==> config.mk <==
export PLATFORM = sky130hd
export DESIGN_NAME = tpms_ble_line_parser_unit
export DESIGN_NICKNAME = d
export VERILOG_FILES = /design/src/design/tpmsp_pkg.sv /design/src/design/tpmsp_parse.sv /design/src/design/tpmsp_wheels.sv /design/src/design/tpms_ble_line_parser_unit.sv
export SDC_FILE = /design/constraint.sdc
export NUM_CORES = 1
export LEC_CHECK = 0
export BUFFER_PORTS_ARGS = -buffer_cell sky130_fd_sc_hd__buf_2
export CORE_MARGIN = 10
export CORE_UTILIZATION = 55
export CTS_CLUSTER_DIAMETER = 40
export DETAILED_ROUTE_END_ITERATION = 16
export PLACE_DENSITY_LB_ADDON = 0.08
export SYNTH_ARGS = -nofsm -noshare
export SYNTH_HDL_FRONTEND = slang
export SYNTH_SLANG_ARGS = --single-unit
==> constraint.sdc <==
create_clock -name clock -period 4.66 [get_ports clock]
set_input_delay 0.932 -clock clock [delete_from_list [all_inputs] [get_ports clock]]
set_output_delay 0.932 -clock clock [all_outputs]
set_load 0.05 [all_outputs]
==> src/design/tpmsp_pkg.sv <==
package tpmsp_pkg;

   localparam int CSR_INDEX_W = 8;
   localparam int CSR_DATA_W = 24;
   localparam int RSP_DATA_W = 56;

   localparam logic [CSR_INDEX_W-1:0] REG_FRONT_PAIRED = 8'd0;
   localparam logic [CSR_INDEX_W-1:0] REG_FRONT_SUFFIX = 8'd1;
   localparam logic [CSR_INDEX_W-1:0] REG_REAR_PAIRED = 8'd2;
   localparam logic [CSR_INDEX_W-1:0] REG_REAR_SUFFIX = 8'd3;

   // brand text "444A54504D53", first eleven characters oldest in the top byte
   localparam logic [87:0] BRAND_HEAD = "444A54504D5";
   localparam logic [7:0] BRAND_TAIL = "3";

   localparam logic [4:0] DONE_OK = 5'd16;
   localparam logic [4:0] DONE_BAD = 5'd31;

   typedef enum logic [1:0] {
      PH_SEARCH,
      PH_SKIP,
      PH_DECODE,
      PH_DONE
   } phase_type;

   typedef struct packed {
      logic        good;
      logic        hex_ok;
      logic [23:0] suffix;
      logic [15:0] pressure;
      logic [7:0]  temp;
   } line_summary_type;

   // bit 4 marks a hex digit, bits 3..0 hold its value
   function automatic logic [4:0] hex_value(input logic [7:0] c);
      logic [4:0] r;
      r = 5'd0;
      if (c inside {["0":"9"]}) begin
         r = {1'b1, 4'(c - 8'h30)};
      end else if (c inside {["A":"F"]}) begin
         r = {1'b1, 4'(c - 8'h37)};
      end else if (c inside {["a":"f"]}) begin
         r = {1'b1, 4'(c - 8'h57)};
      end
      return r;
   endfunction

endpackage

==> src/design/tpmsp_parse.sv <==
module tpmsp_parse
   import tpmsp_pkg::*;
(
   input  logic             clock,
   input  logic             reset,
   input  logic             step,
   input  logic [7:0]       char_in,
   input  logic             line_end,
   output line_summary_type summary
);

   logic [3:0]  pos_ff, pos_in;
   logic        prefix_ff, prefix_in;
   logic [23:0] suffix_ff, suffix_in;
   logic        hex_ok_ff, hex_ok_in;
   logic [87:0] window_ff, window_in;
   phase_type   phase_ff, phase_in;
   logic [4:0]  count_ff, count_in;
   logic [23:0] payload_ff, payload_in;

   logic [4:0] hex;
   logic       is_hex;
   logic [4:0] count_inc;
   logic       hit;
   logic       window_shift;
   logic       payload_shift;

   assign hex = hex_value(char_in);
   assign is_hex = hex[4];
   assign count_inc = count_ff + 5'd1;
   assign hit = (char_in == BRAND_TAIL) && (window_ff == BRAND_HEAD);

   // prefix, position and address suffix
   always_comb begin
      pos_in = (pos_ff != 4'd15) ? pos_ff + 4'd1 : pos_ff;
      prefix_in = prefix_ff;
      suffix_in = suffix_ff;
      hex_ok_in = hex_ok_ff;
      case (pos_ff)
         4'd0: prefix_in = (char_in == "L");
         4'd1: prefix_in = prefix_ff && (char_in == "P");
         default: prefix_in = prefix_ff;
      endcase
      if (pos_ff inside {[4'd8:4'd13]}) begin
         if (!is_hex) begin
            hex_ok_in = 1'b0;
         end else begin
            suffix_in = {suffix_ff[19:0], hex[3:0]};
         end
      end
   end

   // next phase
   always_comb begin
      phase_in = phase_ff;
      count_in = count_ff;
      case (phase_ff)
         PH_SEARCH: begin
            if (hit) begin
               phase_in = PH_SKIP;
               count_in = 5'd0;
            end
         end
         PH_SKIP: begin
            if (count_inc >= 5'd4) begin
               phase_in = PH_DECODE;
               count_in = 5'd0;
            end else begin
               count_in = count_inc;
            end
         end
         PH_DECODE: begin
            if (!is_hex) begin
               phase_in = PH_DONE;
               count_in = DONE_BAD;
            end else if (count_inc >= 5'd16) begin
               phase_in = PH_DONE;
               count_in = DONE_OK;
            end else begin
               count_in = count_inc;
            end
         end
         default: begin
            phase_in = phase_ff;
            count_in = count_ff;
         end
      endcase
   end

   // phase outputs
   always_comb begin
      window_shift = 1'b0;
      payload_shift = 1'b0;
      case (phase_ff)
         PH_SEARCH: window_shift = 1'b1;
         PH_DECODE: payload_shift = is_hex && (count_ff inside {[5'd6:5'd11]});
         default: begin
            window_shift = 1'b0;
            payload_shift = 1'b0;
         end
      endcase
   end

   assign window_in = window_shift ? {window_ff[79:0], char_in} : window_ff;
   assign payload_in = payload_shift ? {payload_ff[19:0], hex[3:0]} : payload_ff;

   assign summary.good = prefix_in && (phase_in == PH_DONE) && (count_in == DONE_OK);
   assign summary.hex_ok = hex_ok_in;
   assign summary.suffix = suffix_in;
   assign summary.pressure = payload_in[15:0];
   assign summary.temp = payload_in[23:16];

   always_ff @(posedge clock) begin
      if (reset || (step && line_end)) begin
         pos_ff <= 4'd0;
         prefix_ff <= 1'b0;
         suffix_ff <= 24'd0;
         hex_ok_ff <= 1'b1;
         window_ff <= 88'd0;
         phase_ff <= PH_SEARCH;
         count_ff <= 5'd0;
         payload_ff <= 24'd0;
      end else if (step) begin
         pos_ff <= pos_in;
         prefix_ff <= prefix_in;
         suffix_ff <= suffix_in;
         hex_ok_ff <= hex_ok_in;
         window_ff <= window_in;
         phase_ff <= phase_in;
         count_ff <= count_in;
         payload_ff <= payload_in;
      end
   end

   a_done_code: assert property (@(posedge clock) disable iff (reset)
      (phase_ff == PH_DONE) |-> (count_ff == DONE_OK || count_ff == DONE_BAD))
      else $error("done phase with a stray count");

endmodule

==> src/design/tpmsp_wheels.sv <==
module tpmsp_wheels
   import tpmsp_pkg::*;
(
   input  logic                   clock,
   input  logic                   reset,
   input  logic                   csr_valid,
   output logic                   csr_ready,
   input  logic [CSR_INDEX_W-1:0] csr_index,
   input  logic [CSR_DATA_W-1:0]  csr_data,
   input  logic                   line_done,
   input  line_summary_type       summary,
   output logic                   out_free,
   input  logic                   rsp_tready,
   output logic                   rsp_tvalid,
   output logic [RSP_DATA_W-1:0]  rsp_tdata
);

   logic        front_paired_ff, rear_paired_ff;
   logic [23:0] front_suffix_ff, rear_suffix_ff;
   logic [15:0] front_pressure_ff, front_pressure_in;
   logic [15:0] rear_pressure_ff, rear_pressure_in;
   logic [7:0]  front_temp_ff, front_temp_in;
   logic [7:0]  rear_temp_ff, rear_temp_in;
   logic        front_valid_ff, front_valid_in;
   logic        rear_valid_ff, rear_valid_in;
   logic        rsp_valid_ff;
   logic [RSP_DATA_W-1:0] rsp_data_ff, rsp_data_in;

   logic csr_fire;
   logic addr_ok;
   logic front_hit, rear_hit;

   assign csr_ready = 1'b1;
   assign csr_fire = csr_valid && csr_ready;
   assign out_free = !rsp_valid_ff || rsp_tready;

   assign addr_ok = summary.good && summary.hex_ok;
   assign front_hit = line_done && addr_ok && front_paired_ff
                      && (summary.suffix == front_suffix_ff);
   assign rear_hit = line_done && addr_ok && rear_paired_ff
                     && (summary.suffix == rear_suffix_ff);

   always_comb begin
      front_pressure_in = front_hit ? summary.pressure : front_pressure_ff;
      front_temp_in = front_hit ? summary.temp : front_temp_ff;
      front_valid_in = front_hit || front_valid_ff;
      rear_pressure_in = rear_hit ? summary.pressure : rear_pressure_ff;
      rear_temp_in = rear_hit ? summary.temp : rear_temp_ff;
      rear_valid_in = rear_hit || rear_valid_ff;
   end

   always_comb begin
      rsp_data_in = '0;
      rsp_data_in[0] = front_hit;
      rsp_data_in[1] = rear_hit;
      rsp_data_in[2] = front_paired_ff && front_valid_in;
      rsp_data_in[18:3] = front_pressure_in;
      rsp_data_in[26:19] = front_temp_in;
      rsp_data_in[27] = rear_paired_ff && rear_valid_in;
      rsp_data_in[43:28] = rear_pressure_in;
      rsp_data_in[51:44] = rear_temp_in;
   end

   always_ff @(posedge clock) begin
      if (reset) begin
         front_paired_ff <= 1'b0;
         rear_paired_ff <= 1'b0;
         front_suffix_ff <= 24'd0;
         rear_suffix_ff <= 24'd0;
         front_pressure_ff <= 16'd0;
         rear_pressure_ff <= 16'd0;
         front_temp_ff <= 8'd0;
         rear_temp_ff <= 8'd0;
         front_valid_ff <= 1'b0;
         rear_valid_ff <= 1'b0;
      end else if (csr_fire) begin
         case (csr_index)
            REG_FRONT_PAIRED: begin
               front_paired_ff <= csr_data[0];
               front_valid_ff <= 1'b0;
               if (!csr_data[0]) begin
                  front_pressure_ff <= 16'd0;
                  front_temp_ff <= 8'd0;
               end
            end
            REG_FRONT_SUFFIX: begin
               front_suffix_ff <= csr_data;
               front_valid_ff <= 1'b0;
            end
            REG_REAR_PAIRED: begin
               rear_paired_ff <= csr_data[0];
               rear_valid_ff <= 1'b0;
               if (!csr_data[0]) begin
                  rear_pressure_ff <= 16'd0;
                  rear_temp_ff <= 8'd0;
               end
            end
            REG_REAR_SUFFIX: begin
               rear_suffix_ff <= csr_data;
               rear_valid_ff <= 1'b0;
            end
            default: begin
               front_paired_ff <= front_paired_ff;
            end
         endcase
      end else if (line_done) begin
         front_pressure_ff <= front_pressure_in;
         front_temp_ff <= front_temp_in;
         front_valid_ff <= front_valid_in;
         rear_pressure_ff <= rear_pressure_in;
         rear_temp_ff <= rear_temp_in;
         rear_valid_ff <= rear_valid_in;
      end
   end

   always_ff @(posedge clock) begin
      if (reset) begin
         rsp_valid_ff <= 1'b0;
      end else if (line_done) begin
         rsp_valid_ff <= 1'b1;
      end else if (rsp_tready) begin
         rsp_valid_ff <= 1'b0;
      end
   end

   always_ff @(posedge clock) begin
      if (line_done) begin
         rsp_data_ff <= rsp_data_in;
      end
   end

   assign rsp_tvalid = rsp_valid_ff;
   assign rsp_tdata = rsp_data_ff;

   a_no_overwrite: assert property (@(posedge clock) disable iff (reset)
      line_done |-> out_free)
      else $error("line result written over an unsent item");

   a_update_fresh: assert property (@(posedge clock) disable iff (reset)
      (rsp_valid_ff && rsp_data_ff[0]) |-> rsp_data_ff[2])
      else $error("front updated but not fresh");

   a_unpair_zero: assert property (@(posedge clock) disable iff (reset)
      (csr_fire && csr_index == REG_FRONT_PAIRED && !csr_data[0])
      |=> (front_pressure_ff == 16'd0 && front_temp_ff == 8'd0 && !front_valid_ff))
      else $error("front reading kept after unpairing");

endmodule

==> src/design/tpms_ble_line_parser_unit.sv <==
// tire-sensor advertisement line parser
// req channel: one ascii character per item in req_tdata, req_tlast on the
// final character of a line. rsp channel: one item per line, sent after the
// character carrying req_tlast, reporting stored readings of both wheels.
// csr channel: pairing registers, index 0 front_paired, 1 front_suffix,
// 2 rear_paired, 3 rear_suffix; other indexes are ignored; csr_ready is
// always high and writes belong to idle periods between lines.
// throughput: one character per cycle, set by the single-pass parser that
// updates its line state between the input register and the result register.
// a line's last character passes the input register before its result is
// written to the result register that drives rsp_tvalid.
// reset (synchronous, active high) clears pairing, stored readings, the line
// state and both valid flags. when the receiver stalls, the result is held and
// characters of the next line keep flowing until that line's last character
// reaches the parser, where it waits for the result register to drain.
module tpms_ble_line_parser_unit
   import tpmsp_pkg::*;
(
   input  logic                   clock,
   input  logic                   reset,
   input  logic                   req_tvalid,
   output logic                   req_tready,
   input  logic [7:0]             req_tdata,   // char_in
   input  logic                   req_tlast,   // line_end
   output logic                   rsp_tvalid,
   input  logic                   rsp_tready,
   // front_updated, rear_updated, front_fresh, front_pressure_kpa[15:0],
   // front_temp_c[7:0], rear_fresh, rear_pressure_kpa[15:0], rear_temp_c[7:0],
   // zero padding[3:0]
   output logic [RSP_DATA_W-1:0]  rsp_tdata,
   input  logic                   csr_valid,
   output logic                   csr_ready,
   input  logic [CSR_INDEX_W-1:0] csr_index,
   input  logic [CSR_DATA_W-1:0]  csr_data
);

   logic       in_valid_ff;
   logic [7:0] in_char_ff;
   logic       in_last_ff;

   logic             out_free;
   logic             step;
   line_summary_type summary;

   assign step = in_valid_ff && (!in_last_ff || out_free);
   assign req_tready = !in_valid_ff || step;

   always_ff @(posedge clock) begin
      if (reset) begin
         in_valid_ff <= 1'b0;
      end else if (req_tready) begin
         in_valid_ff <= req_tvalid;
      end
   end

   always_ff @(posedge clock) begin
      if (req_tvalid && req_tready) begin
         in_char_ff <= req_tdata;
         in_last_ff <= req_tlast;
      end
   end

   tpmsp_parse u_parse (
      .clock    (clock),
      .reset    (reset),
      .step     (step),
      .char_in  (in_char_ff),
      .line_end (in_last_ff),
      .summary  (summary)
   );

   tpmsp_wheels u_wheels (
      .clock      (clock),
      .reset      (reset),
      .csr_valid  (csr_valid),
      .csr_ready  (csr_ready),
      .csr_index  (csr_index),
      .csr_data   (csr_data),
      .line_done  (step && in_last_ff),
      .summary    (summary),
      .out_free   (out_free),
      .rsp_tready (rsp_tready),
      .rsp_tvalid (rsp_tvalid),
      .rsp_tdata  (rsp_tdata)
   );

endmodule
==> Word-level counts from Yosys, hierarchy flattened <==
Index checks and enable logic that the tools add are counted.
{ "word_totals": {"mem_bits_ro": 0, "regBits": 312, "word_cells": 154, "latch_bits": 0, "ram_bits": 0, "n_memories": 0} }
{ "op_classes": {"shift": 0, "order_cmp": 12, "n_mux": 47, "add_sub_neg": 5, "n_mul": 0, "bitwise": 0, "n_eq_ne": 20, "reduce_logical": 47, "div": 0} }
{ "op_table": {"columns": ["operator", "count"], "rows": [
  ["2-to-1 mux 16 bit", 9],
  ["== test 88 x 86 -> 1 bit (second input constant)", 1],
  ["2-to-1 mux 24 bit", 3],
  ["2-to-1 mux 8 bit", 9],
  ["== test 24 bit", 2],
  ["2-to-1 mux 5 bit", 7],
  ["logical AND 1 bit", 21],
  ["== test 8 x 2 -> 1 bit (second input constant)", 2],
  ["== test 8 x 7 -> 1 bit (second input constant)", 2],
  [">= comparator 8 x 7 -> 1 bit (second input constant)", 2],
  ["<= comparator 8 x 7 -> 1 bit (second input constant)", 2],
  ["AND reduction 2 bit", 8],
  ["case mux 5 bit (3 select lines)", 1],
  ["2-to-1 mux 1 bit", 12],
  [">= comparator 5 x 3 -> 1 bit (second input constant)", 2],
  ["== test 8 x 1 -> 1 bit (second input constant)", 1],
  ["== test 8 x 6 -> 1 bit (second input constant)", 1],
  [">= comparator 8 x 6 -> 1 bit (second input constant)", 1],
  ["<= comparator 8 x 6 -> 1 bit (second input constant)", 1],
  ["zero test 8 bit", 1],
  ["2-to-1 mux 2 bit", 4],
  ["subtractor 4 x 3 -> 4 bit (second input constant)", 2],
  ["logical OR 1 bit", 6],
  ["!= test 2 bit (second input constant)", 3],
  ["other kinds (21)", 28]
]} }

==> Logic depth before layout (Yosys ltp) <==
Gate-level depths: netlist of run 1.
{ "depth": {"word_depth": 17, "depth_mapped": 14, "ltp_nobuf": 11} }

==> Hierarchy <==
From an unflattened synthesis of run 1, not the netlist that was laid out.
{ "unflattened": {"hier_cells": 1602, "hier_area_um2": 14617.8} }
{ "modules_own_cells": {"columns": ["mod", "seq_area_each_um2", "n_inst", "area_per_inst_um2", "cells_per_inst"], "rows": [
  ["tpmsp_wheels", 3583.4, 1, 7210.7, 747],
  ["tpmsp_parse", 2982.9, 1, 7056.8, 838],
  ["tpms_ble_line_parser_unit", 290.3, 1, 350.3, 17]
]} }

==> Worst setup path before layout of run 1 <==
OpenSTA, ideal clock, no wires.
{ "synth_timing": {"path_type": "register to register", "startpoint": "register in_char_ff[1]", "endpoint": "register u_wheels.rsp_data_ff[10], in the netlist u_wheels.rsp_tdata[10], data pin", "path_buffers": 2, "setup_ns": 0.262, "t_arrival_ns": 3.207, "path_slack_ns": 1.191, "synth_period_minus_slack_ns": 3.469, "required_ns": 4.398, "path_stages_with_launch": 13, "path_cell_list": "edfxtp_1 -> inv_1 -> ha_1 -> nor2_1 -> a2111oi_2 -> a21o_1 -> buf_6 -> a21oi_1 -> or3_1 -> or4b_4 -> nor2_4 -> buf_4 -> mux2_1"} }
{ "synth_between": {"elab_chain_len": 15} }
{ "synth_rtl": {"columns": ["element", "line", "text"], "rows": [
  ["from (decl)", "tpms_ble_line_parser_unit.sv:38", "logic [7:0] in_char_ff;"],
  ["from (signal assigned)", "tpms_ble_line_parser_unit.sv:58", "in_char_ff <= req_tdata;"],
  [">= comparator 8 x 7 -> 1 bit / <= comparator 8 x 7 -> 1 bit (equally long branches)", "tpmsp_pkg.sv:42", "end else if (c inside {[\"a\":\"f\"]}) begin"],
  ["logical AND 1 bit", "tpmsp_pkg.sv:42", null],
  ["2-to-1 mux 5 bit", "tpmsp_pkg.sv:42", null],
  ["2-to-1 mux 5 bit", "tpmsp_pkg.sv:40", "end else if (c inside {[\"A\":\"F\"]}) begin"],
  ["2-to-1 mux 5 bit", "tpmsp_pkg.sv:38", "if (c inside {[\"0\":\"9\"]}) begin"],
  ["2-to-1 mux 2 bit", "tpmsp_parse.sv:73", "if (!is_hex) begin"],
  ["case mux 2 bit (3 select lines)", "tpmsp_parse.sv:57", "case (phase_ff)"],
  ["== test 2 bit", "tpmsp_parse.sv:107", "assign summary.good = prefix_in && (phase_in == PH_DONE) && (count_in == DONE_OK);"],
  ["logical AND 1 bit (2 in series)", "tpmsp_parse.sv:107", null],
  ["logical AND 1 bit", "tpmsp_wheels.sv:37", "assign addr_ok = summary.good && summary.hex_ok;"],
  ["logical AND 1 bit (2 in series)", "tpmsp_wheels.sv:38", "assign front_hit = line_done && addr_ok && front_paired_ff"],
  ["logical AND 1 bit", "tpmsp_wheels.sv:39", "&& (summary.suffix == front_suffix_ff);"],
  ["2-to-1 mux 16 bit *", "tpmsp_wheels.sv:44", "front_pressure_in = front_hit ? summary.pressure : front_pressure_ff;"],
  ["named net u_wheels.front_pressure_in[7]", "tpmsp_wheels.sv:20", "logic [15:0] front_pressure_ff, front_pressure_in;"],
  ["to (signal assigned)", "tpmsp_wheels.sv:128", "rsp_data_ff <= rsp_data_in;"],
  ["to (decl)", "tpmsp_wheels.sv:27", "logic [RSP_DATA_W-1:0] rsp_data_ff, rsp_data_in;"]
]} }
The timed path passes the listed nets; every way through them passes the cells marked *.
A chain may end at the register's enable or synchronous reset.

==> Final worst setup path of run 1 <==
{ "layout_timing": {"startpoint": "register in_char_ff[0]", "endpoint": "register u_wheels.rsp_data_ff[21], in the netlist u_wheels.rsp_tdata[21], data pin"} }
{ "layout_between": {"elab_chain_len": 15} }
{ "layout_rtl": {"columns": ["element", "line", "text"], "rows": [
  [">= comparator 8 x 7 -> 1 bit / <= comparator 8 x 7 -> 1 bit (equally long branches)", "tpmsp_pkg.sv:42", null],
  ["logical AND 1 bit", "tpmsp_pkg.sv:42", null],
  ["2-to-1 mux 5 bit", "tpmsp_pkg.sv:42", null],
  ["2-to-1 mux 5 bit", "tpmsp_pkg.sv:40", null],
  ["2-to-1 mux 5 bit", "tpmsp_pkg.sv:38", null],
  ["2-to-1 mux 2 bit", "tpmsp_parse.sv:73", null],
  ["case mux 2 bit (3 select lines)", "tpmsp_parse.sv:57", null],
  ["== test 2 bit", "tpmsp_parse.sv:107", null],
  ["logical AND 1 bit (2 in series)", "tpmsp_parse.sv:107", null],
  ["logical AND 1 bit", "tpmsp_wheels.sv:37", null],
  ["logical AND 1 bit (2 in series)", "tpmsp_wheels.sv:38", null],
  ["logical AND 1 bit", "tpmsp_wheels.sv:39", null],
  ["2-to-1 mux 8 bit *", "tpmsp_wheels.sv:45", "front_temp_in = front_hit ? summary.temp : front_temp_ff;"],
  ["named net u_wheels.front_temp_in[2]", "tpmsp_wheels.sv:22", "logic [7:0] front_temp_ff, front_temp_in;"]
]} }
Marked as above.

==> results of run 1 <==
## routing by layer
| layer | vias up | part of all wire |
|---|---|---|
| met2 | 316 | 0.46 |
| met1 | 5448 | 0.46 |
| met4 | 0 | 0.019 |
| met5 | - | 0 |
| met3 | 52 | 0.054 |
| li1 | 5658 | - |
## cell type report
cell class / instances / area [sq um]
sequential: 312 / 6860
clock buffer: 50 / 1130
timing repair buffer: 121 / 723
multi-input combinational: 1127 / 6690
inverter: 40 / 150
clock inverter: 19 / 282
fill: 2129 / 9000
tap: 330 / 413
## final timing paths
path / start / endpoint / slack, ns / cells past startpoint
max: in_char_ff[0] / u_wheels.rsp_tdata[21] / 0.55 / 12
min: u_wheels.front_pressure_ff[1] / u_wheels.front_pressure_ff[1] / 0.45 / 1
max reg2reg: in_char_ff[0] / u_wheels.rsp_tdata[21] / 0.55 / 12
min reg2reg: u_wheels.front_pressure_ff[1] / u_wheels.front_pressure_ff[1] / 0.45 / 1
## registers in the layout, indices dropped and copies added (netlist names)
register and count:
in_char_ff 8, in_last_ff 1, in_valid_ff 1, u_parse.count_ff 5, u_parse.hex_ok_ff 1, u_parse.payload_ff 24
u_parse.phase_ff 2, u_parse.pos_ff 4, u_parse.prefix_ff 1, u_parse.suffix_ff 24, u_parse.window_ff 88, u_wheels.front_paired_ff 1
u_wheels.front_pressure_ff 16, u_wheels.front_suffix_ff 24, u_wheels.front_temp_ff 8, u_wheels.front_valid_ff 1, u_wheels.rear_paired_ff 1, u_wheels.rear_pressure_ff 16
u_wheels.rear_suffix_ff 24, u_wheels.rear_temp_ff 8, u_wheels.rear_valid_ff 1, u_wheels.rsp_tdata 52, u_wheels.rsp_tvalid 1
## cells in the final DEF (no fill, tap or decap), drive strengths merged, types with 6 or more instances in the layout
master     n
a21oi    212
a21o       7
nor2b      6
nand3     24
clkbuf    50
xnor2     17
o2bb2ai   49
ha        11
o22ai     11
edfxtp    61
a31oi      6
nor2      59
nand2b    17
mux2      65
o2111ai    8
dfxtp    251
xor2      36
nor4      18
bufinv     6
nand2    391
o21ai     24
mux2i     31
nor3      21
nor4b     13
inv       44
buf      121
nand4     22
a211oi     6
clkinv     6
## synth_stat cells, drive strengths merged, types with 5 or more instances
master and number:
inv 40, nor2b 6, nand2b 17, clkbuf 76, nor2 59, a21oi 212, nand3 24, mux2i 31
nor3 21, xnor2 17, o2bb2ai 49, a31oi 6, nand4 22, a22oi 5, buf 32, and2 5
nand2 391, nor4b 13, a21o 7, dfxtp 251, mux2 65, xor2 36, ha 11, edfxtp 61
a211oi 6, nor4 18, o22ai 11, o21ai 24, o2111ai 8
## kinds of logic after synthesis
logic type	count (synthesis)	share of synthesized area
AOI/OAI and AO/OA	361	0.158
DFF	312	0.485
muxes	96	0.0738
adders and majority gates	11	0.00974
and+or+nand+nor	601	0.196
buffers and inverters	148	0.0439
other	2	0.000532
xor gates and xnor gates	53	0.0329
## metrics by stage
| stage | hold slack [ns] | power (mW) | utilization |
|---|---|---|---|
| floorplan | 0.425 | 3.05 | - |
| global placement | 0.437 | 3.13 | 0.587 |
| detailed placement | 0.440 | 3.13 | 0.587 |
| CTS | 0.456 | 6.35 | 0.643 |
| global route | 0.480 | 6.49 | 0.643 |
| finish | 0.454 | 6.31 | 0.643 |
## worst max-delay path: cells and delay by family (launching register included)
kind / cells / cell delay [ns]
adders and majority gates: 1 / 0.23
muxes: 3 / 1.33
buffers and inverters: 2 / 0.39
and+or+nand+nor: 2 / 0.62
DFF: 1 / 0.51
AOI/OAI and AO/OA: 4 / 0.75
## power breakdown
group / internal, mW / total, mW / leakage [nW] / switching, mW
clock: 2.06 / 3.23 / 0.687 / 1.17
combinational: 0.0624 / 0.274 / 2.48 / 0.211
sequential: 2.78 / 2.80 / 2.53 / 0.0215
total: 4.90 / 6.31 / 5.70 / 1.41
==> out/metrics.cfg, run 1 <==
[floorplanning]
fp-row-count = 58
die_x_um = 180
die-area_sq_mm = 0.0325
fp.coreArea_sq_mm = 0.0253
num_io_pins = 105
start_util = 0.559
dieHeight_um = 180

[cts]
post_cts_buffers = 0
path_clk_slew_ns = 0.06
cts-buffers-inserted = 39
cts.repair.resized = 0
cts_root_buf = clkbuf_16
clkLatencyLatePin_ns = 0.53
clockBufferDepth = 3
clock_sinks = 312
cts_hold_buf = 0
cts_tree = built
htreeDepth = 2

[sta]
final_hold_viol_count = 0
setup_tns_ns = 0
finalMaxSlewViolations = 0
clock_skew_ns = 0.0167
fmax_mhz = 243
worstMarginPinSlew_ns = 1.20
setup_violations = 0
rsz0062_at_grt = no
min_period_ns = 4.11
worst_slack_ns = 0.548
slew_headroom = 0.198
layout_worst_path_cycle_share = 0.882

[synth]
synthDistinctLibCells = 78
ys_ff_latch = 312
synth_edf_count = 61
synth_top_area_frac = 0.356
ys.flop_type = dfxtp_1
yosys.area.top_type = dfxtp_1
syn-cell-area_sq_mm = 0.0141
async_reset_ff_frac = 0
avgSynthCellArea_sq_um = 8.92
ys_top_cells_by_area = dfxtp_1 (36%), edfxtp_1 (13%), nand2_1 (10%)
seq_area_frac_synth = 0.485
yosysWarnings = 0
synthCells = 1584

[drt]
finalWirelength_um = 36800
ant_nets = 0
wire_per_inst_um = 18.4
viasPerCell = 5.74
drtIter0Drc = 1006
num_vias = 11500
first_pass_iters = 5
drc_errors = 0

[grt]
overflow = 0
grt_max_degree = 59
grt_pass1_wl_um = 59700
use_met2 = 0.352
grt_use_total = 0.219
grt_pass1_vias = 11100
use_met3 = 0.0380
antenna_found_initial = 0
met1_usage = 0.299
busiest_layer = met2

[placement]
numPortBuffers = 99
hpwl_um = 25100
dp_slack_ns = 0.603
gp_congestion = 0.959
dpl_cell_area_sq_mm = 0.0148
dp.cells = 1930

[setup_path]
cp_slowest_cell = mux2i_1
end_kind = flip-flop
cpMostUsedCell = mux2i_1
crit_chain = inv_1 -> ha_1 -> o21bai_1 -> a21oi_2 -> mux2i_1 -> o2111ai_1 -> mux2i_1 -> o21ai_0 -> nand4b_1 -> nor2_4 -> buf_12 -> mux2_1
startpoint_type = flip-flop
arrival_ns = 4.38
crit_fanout = 24
required_ns = 4.93
critical_path_class = reg -> reg
max_stage_delay_ns = 0.77

[outcome]
outcome = completed

[pwr]
ir_drop_mv = 0.295
powerDensity_mw_per_mm2 = 388
total_leakage_power_nw = 5.70

[job]
cap_viol_max_count = 0

[hold_path]
min_path_type = reg -> reg

[final_layout]
fin_nets = 1698
area_growth_pct = 15.0
final_area_sq_mm = 0.0162
finalNonFillerCells = 1999
diodes = 0
drive_gt1_frac = 0.146

Power figures use the tool's default switching activity.
==> run 2, diff against run 1 <==
CORE_UTILIZATION = 45   (was 55)
PLACE_DENSITY = 0.63   (was not set)
PLACE_DENSITY_LB_ADDON = not set   (was 0.08)
==> out/metrics.cfg, run 2 (same netlist as run 1, synthesis figures left out) <==
[cts]
post_cts_buffers = 0
cts_root_buf = clkbuf_16
clockBufferDepth = 3
cts_tree = built
cts.repair.resized = 0
clkLatencyLatePin_ns = 0.54
path_clk_slew_ns = 0.06
htreeDepth = 2
clock_sinks = 312
cts_hold_buf = 0
cts-buffers-inserted = 45

[sta]
setup_tns_ns = 0
setup_violations = 0
rsz0062_at_grt = no
hold-worst-slack_ns = 0.454
clock_skew_ns = 0.0186
layout_worst_path_cycle_share = 0.925
worst_slack_ns = 0.350
finalMaxSlewViolations = 0
slew_headroom = 0.218
fmax_mhz = 232
worstMarginPinSlew_ns = 1.17
min_period_ns = 4.31
final_hold_viol_count = 0

[grt]
grt_pass1_vias = 11000
grt_use_total = 0.187
antenna_found_initial = 0
overflow = 0
grt_pass1_wl_um = 59600
grt_max_degree = 89

[setup_path]
crit_chain = inv_1 -> ha_1 -> o21bai_1 -> a21oi_2 -> a21oi_2 -> nor2_2 -> nor4_1 -> a31oi_1 -> nor4_4 -> nand4_4 -> mux2_1
startpoint_type = flip-flop
cp_slowest_cell = a21oi_2
critical_path_class = reg -> reg
r2r_start = in_char_ff[0]
cpMostUsedCell = a21oi_2
required_ns = 4.93
critical-path-top-delay-family = simple AND/OR/NAND/NOR gates
max_stage_delay_ns = 0.55
arrival_ns = 4.58
end_kind = flip-flop
crit_buf_inv = 1
startpoint = in_char_ff[0]
crit_fanout = 23

[floorplanning]
die-area_sq_mm = 0.0389
die_x_um = 197
start_util = 0.459
dieHeight_um = 197
fp-row-count = 64
fp.coreArea_sq_mm = 0.0307
num_io_pins = 105

[job]
cap_viol_max_count = 0

[drt]
first_pass_iters = 5
finalWirelength_um = 37200
num_vias = 11500
viasPerCell = 5.53
drc_errors = 0
ant_nets = 0
wire_per_inst_um = 17.9
drtIter0Drc = 789

[hold_path]
min_from = u_wheels.rear_valid_ff
min_path_type = reg -> reg

[final_layout]
regMostFlops = u_parse.window_ff
final_common_cell = nand2_1
largest_reg_flops = 88
diodes = 0
drive_gt1_frac = 0.151
area_growth_pct = 16.0
fillCellCount = 2898
fin_nets = 1700
final_cell_mix = nand2_1 (389), dfxtp_1 (251), a21oi_1 (209)

[placement]
numPortBuffers = 99
gp_congestion = 0.966
dp_slack_ns = 0.391
hpwl_um = 25300

[pwr]
total_leakage_power_nw = 5.73
ir_drop_mv = 0.315
powerDensity_mw_per_mm2 = 394

[outcome]
outcome = completed

## run 2: cell types whose count changed in the layout (fill, tap and decap cells not counted), sizes merged
| cell | delta |
|---|---|
| clkinvlp | +2 |
| buf | -4 |
| inv | +7 |
| bufinv | -3 |
| clkinv | +6 |
| clkbuf | +1 |
## run 2: final timing paths
check             cells past startpoint  slack (ns)                      to
hold / removal                        2        0.45  u_wheels.rear_valid_ff
hold reg to reg                       2        0.45  u_wheels.rear_valid_ff
setup / recovery                     11        0.35  u_wheels.rsp_tdata[49]
setup reg to reg                     11        0.35  u_wheels.rsp_tdata[49]
## run 2: final cells by class
type / instances / area (sq um) / share of cell area
clock buffer: 51 / 1220 / 0.0745
clock inverter: 31 / 318 / 0.0194
inverter: 40 / 150 / 0.00916
multi-input combinational: 1127 / 6690 / 0.408
sequential: 312 / 6860 / 0.418
tap: 396 / 495 / 0.0302
timing repair buffer: 117 / 656 / 0.0400
## run 2: through the flow
stage	cells	utilization	instance area [sq um]	total power [mW]
after global placement	1992	0.483	14900	3.13
after CTS	2074	0.533	16400	6.52
final	2074	0.533	16400	6.46
after floorplan	1587	-	14100	3.05
after global routing	2074	0.533	16400	6.68
after detailed placement	1992	0.483	14900	3.13
## run 2: worst min-delay path: stages (launching register included)
cell and delay (ns):
dfxtp_1 0.31, nand2_1 0.05, a21oi_1 0.05
## run 2: power breakdown
| group | internal [mW] | leakage [nW] | switching, mW |
|---|---|---|---|
| Sequential | 2.78 | 2.53 | 0.0232 |
| Combinational | 0.0600 | 2.45 | 0.211 |
| Clock | 2.09 | 0.746 | 1.30 |
## run 2: routing by layer
metal / up-vias / wire, um / track usage / share of wire
li1: 5661 / - / - / -
met1: 5434 / 17500 / 0.257 / 0.47
met2: 305 / 16700 / 0.292 / 0.45
met3: 62 / 2150 / 0.0329 / 0.058
met4: 0 / 830 / 0.0595 / 0.022
met5: - / 0 / 0 / 0
